### src/rtl/tbo_pkg.sv
// Shared types and constants for the triangle/box overlap block.
// No dependencies; imported by every module of the block.
`timescale 1ns / 1ps

package tbo_pkg;

   localparam int COORD_BITS = 16;
   localparam int SIZE_BITS  = COORD_BITS - 1;
   // box corner: coordinate plus unsigned size, one bit wider
   localparam int PT_BITS    = COORD_BITS + 1;
   // corner minus vertex
   localparam int DIFF_BITS  = PT_BITS + 1;
   // vertex minus vertex
   localparam int EDGE_BITS  = COORD_BITS + 1;
   localparam int PROD_BITS  = EDGE_BITS + DIFF_BITS;
   localparam int CROSS_BITS = PROD_BITS + 1;

   localparam int NUM_VERTS  = 3;
   localparam int CSR_IDX_BITS = 3;

   typedef logic signed [COORD_BITS-1:0] coord_type;
   typedef logic        [SIZE_BITS-1:0]  size_type;
   typedef logic signed [PT_BITS-1:0]    point_type;

   typedef struct packed {
      coord_type x;
      coord_type y;
   } vertex_type;

   // index 0 left, 1 right, 2 top
   typedef vertex_type [NUM_VERTS-1:0] tri_type;

   typedef enum logic [CSR_IDX_BITS-1:0] {
      REG_LEFT_X  = 3'd0,
      REG_LEFT_Y  = 3'd1,
      REG_RIGHT_X = 3'd2,
      REG_RIGHT_Y = 3'd3,
      REG_TOP_X   = 3'd4,
      REG_TOP_Y   = 3'd5
   } reg_idx_type;

endpackage

### src/rtl/tbo_csr.sv
// Vertex register file for the triangle/box overlap block.
// Depends on tbo_pkg.
`timescale 1ns / 1ps

module tbo_csr import tbo_pkg::*; (
   input  logic                    clock,
   input  logic                    reset,
   input  logic                    csr_write,
   input  logic [CSR_IDX_BITS-1:0] csr_index,
   input  logic [COORD_BITS-1:0]   csr_data,
   output tri_type                 tri_verts
);

   tri_type tri_ff;

   always_ff @(posedge clock) begin
      if (reset) begin
         tri_ff <= '0;
      end else if (csr_write) begin
         unique case (reg_idx_type'(csr_index))
            REG_LEFT_X:  tri_ff[0].x <= csr_data;
            REG_LEFT_Y:  tri_ff[0].y <= csr_data;
            REG_RIGHT_X: tri_ff[1].x <= csr_data;
            REG_RIGHT_Y: tri_ff[1].y <= csr_data;
            REG_TOP_X:   tri_ff[2].x <= csr_data;
            REG_TOP_Y:   tri_ff[2].y <= csr_data;
            default: begin
               // unused indexes are dropped
            end
         endcase
      end
   end

   assign tri_verts = tri_ff;

endmodule

### config.mk
export PLATFORM = sky130hd
export DESIGN_NAME = tbo_csr
export DESIGN_NICKNAME = d
export VERILOG_FILES = /design/src/rtl/tbo_pkg.sv /design/src/rtl/tbo_csr.sv
export SDC_FILE = /design/constraint.sdc
export NUM_CORES = 1
export LEC_CHECK = 0
export BUFFER_PORTS_ARGS = -buffer_cell sky130_fd_sc_hd__buf_4
export CAP_MARGIN = 20
export CORE_ASPECT_RATIO = 0.6
export CORE_MARGIN = 2
export CORE_UTILIZATION = 51
export CTS_CLUSTER_SIZE = 40
export DETAILED_ROUTE_END_ITERATION = 7
export HOLD_SLACK_MARGIN = 0.12
export PLACE_DENSITY = 0.81
export SLEW_MARGIN = 10
export SYNTH_ARGS = -nofsm -noshare
export SYNTH_HDL_FRONTEND = slang
export SYNTH_SLANG_ARGS = --single-unit
### constraint.sdc
create_clock -name clock -period 1.45 [get_ports clock]
set_input_delay 0.2175 -clock clock [delete_from_list [all_inputs] [get_ports clock]]
set_output_delay 0.2175 -clock clock [all_outputs]
set_load 0.01 [all_outputs]
==> metrics.cfg <==
[logic_synthesis]
yosys_warnings = 0
syn-num-nets = 358
syn-instance-count = 336
ys_types = 11
synth_seq_cells = 96
netlist_area_mm2 = 0.003782
yosysSeqAreaShare = 0.5081
synth.avg_cell_area_um2 = 11.26

[route]
routed-wl-met2_um = 3941
drt_iter0_markers = 115
routed-wl-met3_um = 640
wirelength_um = 9321
viasPerCell = 4.911
drc_errors = 0
ant_nets = 0
wl_met1_um = 4692
avgRoutedWirePerCell_um = 16.61
vias = 2755
dr.pass1.iters = 4
top_layer = met4

[timing]
finalCritPeriodShare = 0.7328
skew_ps = 0
tns_ps = 0
slew_headroom = 0.7324
period_needed_ps = 1063
hold_viol_final = 0
setup_slack_ps = 387.5
setup_viol = 0
finalMaxSlewViolations = 0
max_freq_ghz = 0.9411
worst_pin_slew_ps = 401.3
rsz0062_at_grt = no

[cts]
postCtsHoldBufs = 0
clock_sinks = 96
cts_buffers = 9
cts_max_level = 3
clkTransAtPathRegs_ps = 60
cts-root-buf = clkbuf_16
clock_path_buffers = 2
post-cts-setup-buffers = 0
clk_latency_ps = 330
cts_tree = done
ctsResizeCount = 0

[global_routing]
grt-ovfl-total = 0
global_route.usage.total = 0.2318
antenna_found_initial = 0
grt_max_degree = 40
grt_pass1_vias = 2715
grt_pass1_wl_um = 14330

[power]
vdd_drop_max_mv = 0.7124
p_per_area_mw_per_mm2 = 1122
leakage_nw = 2.606

[worst_setup_path]
critical_path.max_stage_delay_ps = 530
arrival_ps = 1260
critical_path.endpoint_type = flop
path_buf_inv = 2
critical_path_class = in -> reg
cp_max_fo = 12
cp_top_family = simple AND/OR/NAND/NOR gates
crit_top_cell = buf_4
slowest_stage = or4b_1
cp.required_ps = 1640
cp_cell_sequence = buf_4 -> or4b_1 -> buf_4 -> mux2i_1
critPathLaunchType = input pin

[placed_design]
io_buffer_count = 117
preCtsSetupSlack_ps = 64.12
gp_congestion = 0.7806
dp_hpwl_um = 6600

[flow_run]
drv_cap = 0

[cells_and_area]
syn_to_final_growth_pct = 35.92
final_nets = 474
antenna_cells = 0
nFillCells = 550
largest_reg_flops = 96
drive_gt1_frac = 0.3195

[die]
start_util = 0.5226
core_area_mm2 = 0.007237
die_area_mm2 = 0.008144
io-pin-count = 118
chipWidth_um = 115.2
rows = 24
die_y_um = 70.71

[min_path]
hold_class = in -> reg

[status]
outcome = finished, final reports clean

[routing by layer]
| metal | vias up | GRT usage |
|---|---|---|
| li1 | 1342 | - |
| met1 | 1322 | 0.3442 |
| met2 | 87 | 0.3235 |
| met3 | 4 | 0.07369 |
| met4 | 0 | 0.06426 |
| met5 | - | 0 |
[worst reg2reg max path: stages, from the launching register on]
cell and delay (ps):
dfxtp_1 350, nand2b_1 60, mux2i_1 160
[stage by stage]
| step | power [mW] | utilization | hold WS (ps) | cell area (µm²) | std cells |
|---|---|---|---|---|---|
| global placement | 3.231 | 0.6644 | 459.9 | 4808 | 545 |
| finish | 5.770 | 0.7104 | 330.9 | 5141 | 561 |
| detailed placement | 3.242 | 0.6644 | 466.8 | 4808 | 545 |
| floorplan | 3.020 | - | 435.8 | 3782 | 336 |
| CTS | 5.813 | 0.7104 | 333.0 | 5141 | 561 |
| global route | 5.952 | 0.7104 | 345.2 | 5141 | 561 |
[synthesized netlist by cell type]
| master | count | area share |
|---|---|---|
| nand2b_1 | 112 | 0.19 |
| dfxtp_1 | 96 | 0.51 |
| mux2i_1 | 96 | 0.25 |
| clkbuf_1 | 13 | 0.013 |
| buf_2 | 10 | 0.013 |
| nand4bb_1 | 3 | 0.0089 |
| nand4b_1 | 2 | 0.0046 |
| and4bb_2 | 1 | 0.0033 |
| buf_6 | 1 | 0.0030 |
| nor4b_2 | 1 | 0.0040 |
| or4b_1 | 1 | 0.0026 |
[final cells by class]
cell class	count	area, µm²	share of cell area
clock buffers	12	256.5	0.04989
clock inverters	4	76.32	0.01485
multi-input cells	216	1750	0.3405
flip-flops and latches	96	1922	0.3738
well taps	104	130.1	0.02531
repair buffers	129	1006	0.1957
[cell usage in the layout (no fill, tap or decap), drive strengths merged]
master	Yosys	final
nand4bb	3	3
clkinv	0	1
or4b	1	1
bufinv	0	2
clkinvlp	0	1
mux2i	96	96
nand4b	2	2
nor4b	1	1
nand2b	112	112
buf	11	129
and4bb	1	1
dfxtp	96	96
clkbuf	13	12
[cell families after synthesis]
family        share of synthesized area
flops                            0.5081
simple gates                     0.2087
buf+inv                         0.02911
mux                              0.2541
[final timing paths]
path	from	to	slack, ps	cells past startpoint
max reg2reg	tri_verts[60]	tri_verts[60]	800	2
min reg2reg	tri_verts[33]	tri_verts[33]	480	2
max	csr_index[0]	tri_verts[30]	390	4
min	csr_data[7]	tri_verts[71]	330	3
[report_power, final]
part / switching [mW] / internal, mW
logic: 0.222 / 0.234
registers: 0.0345 / 2.70
clock network: 0.975 / 1.61
total: 1.23 / 4.54
Note: power is estimated with default switching activity, not from simulation.
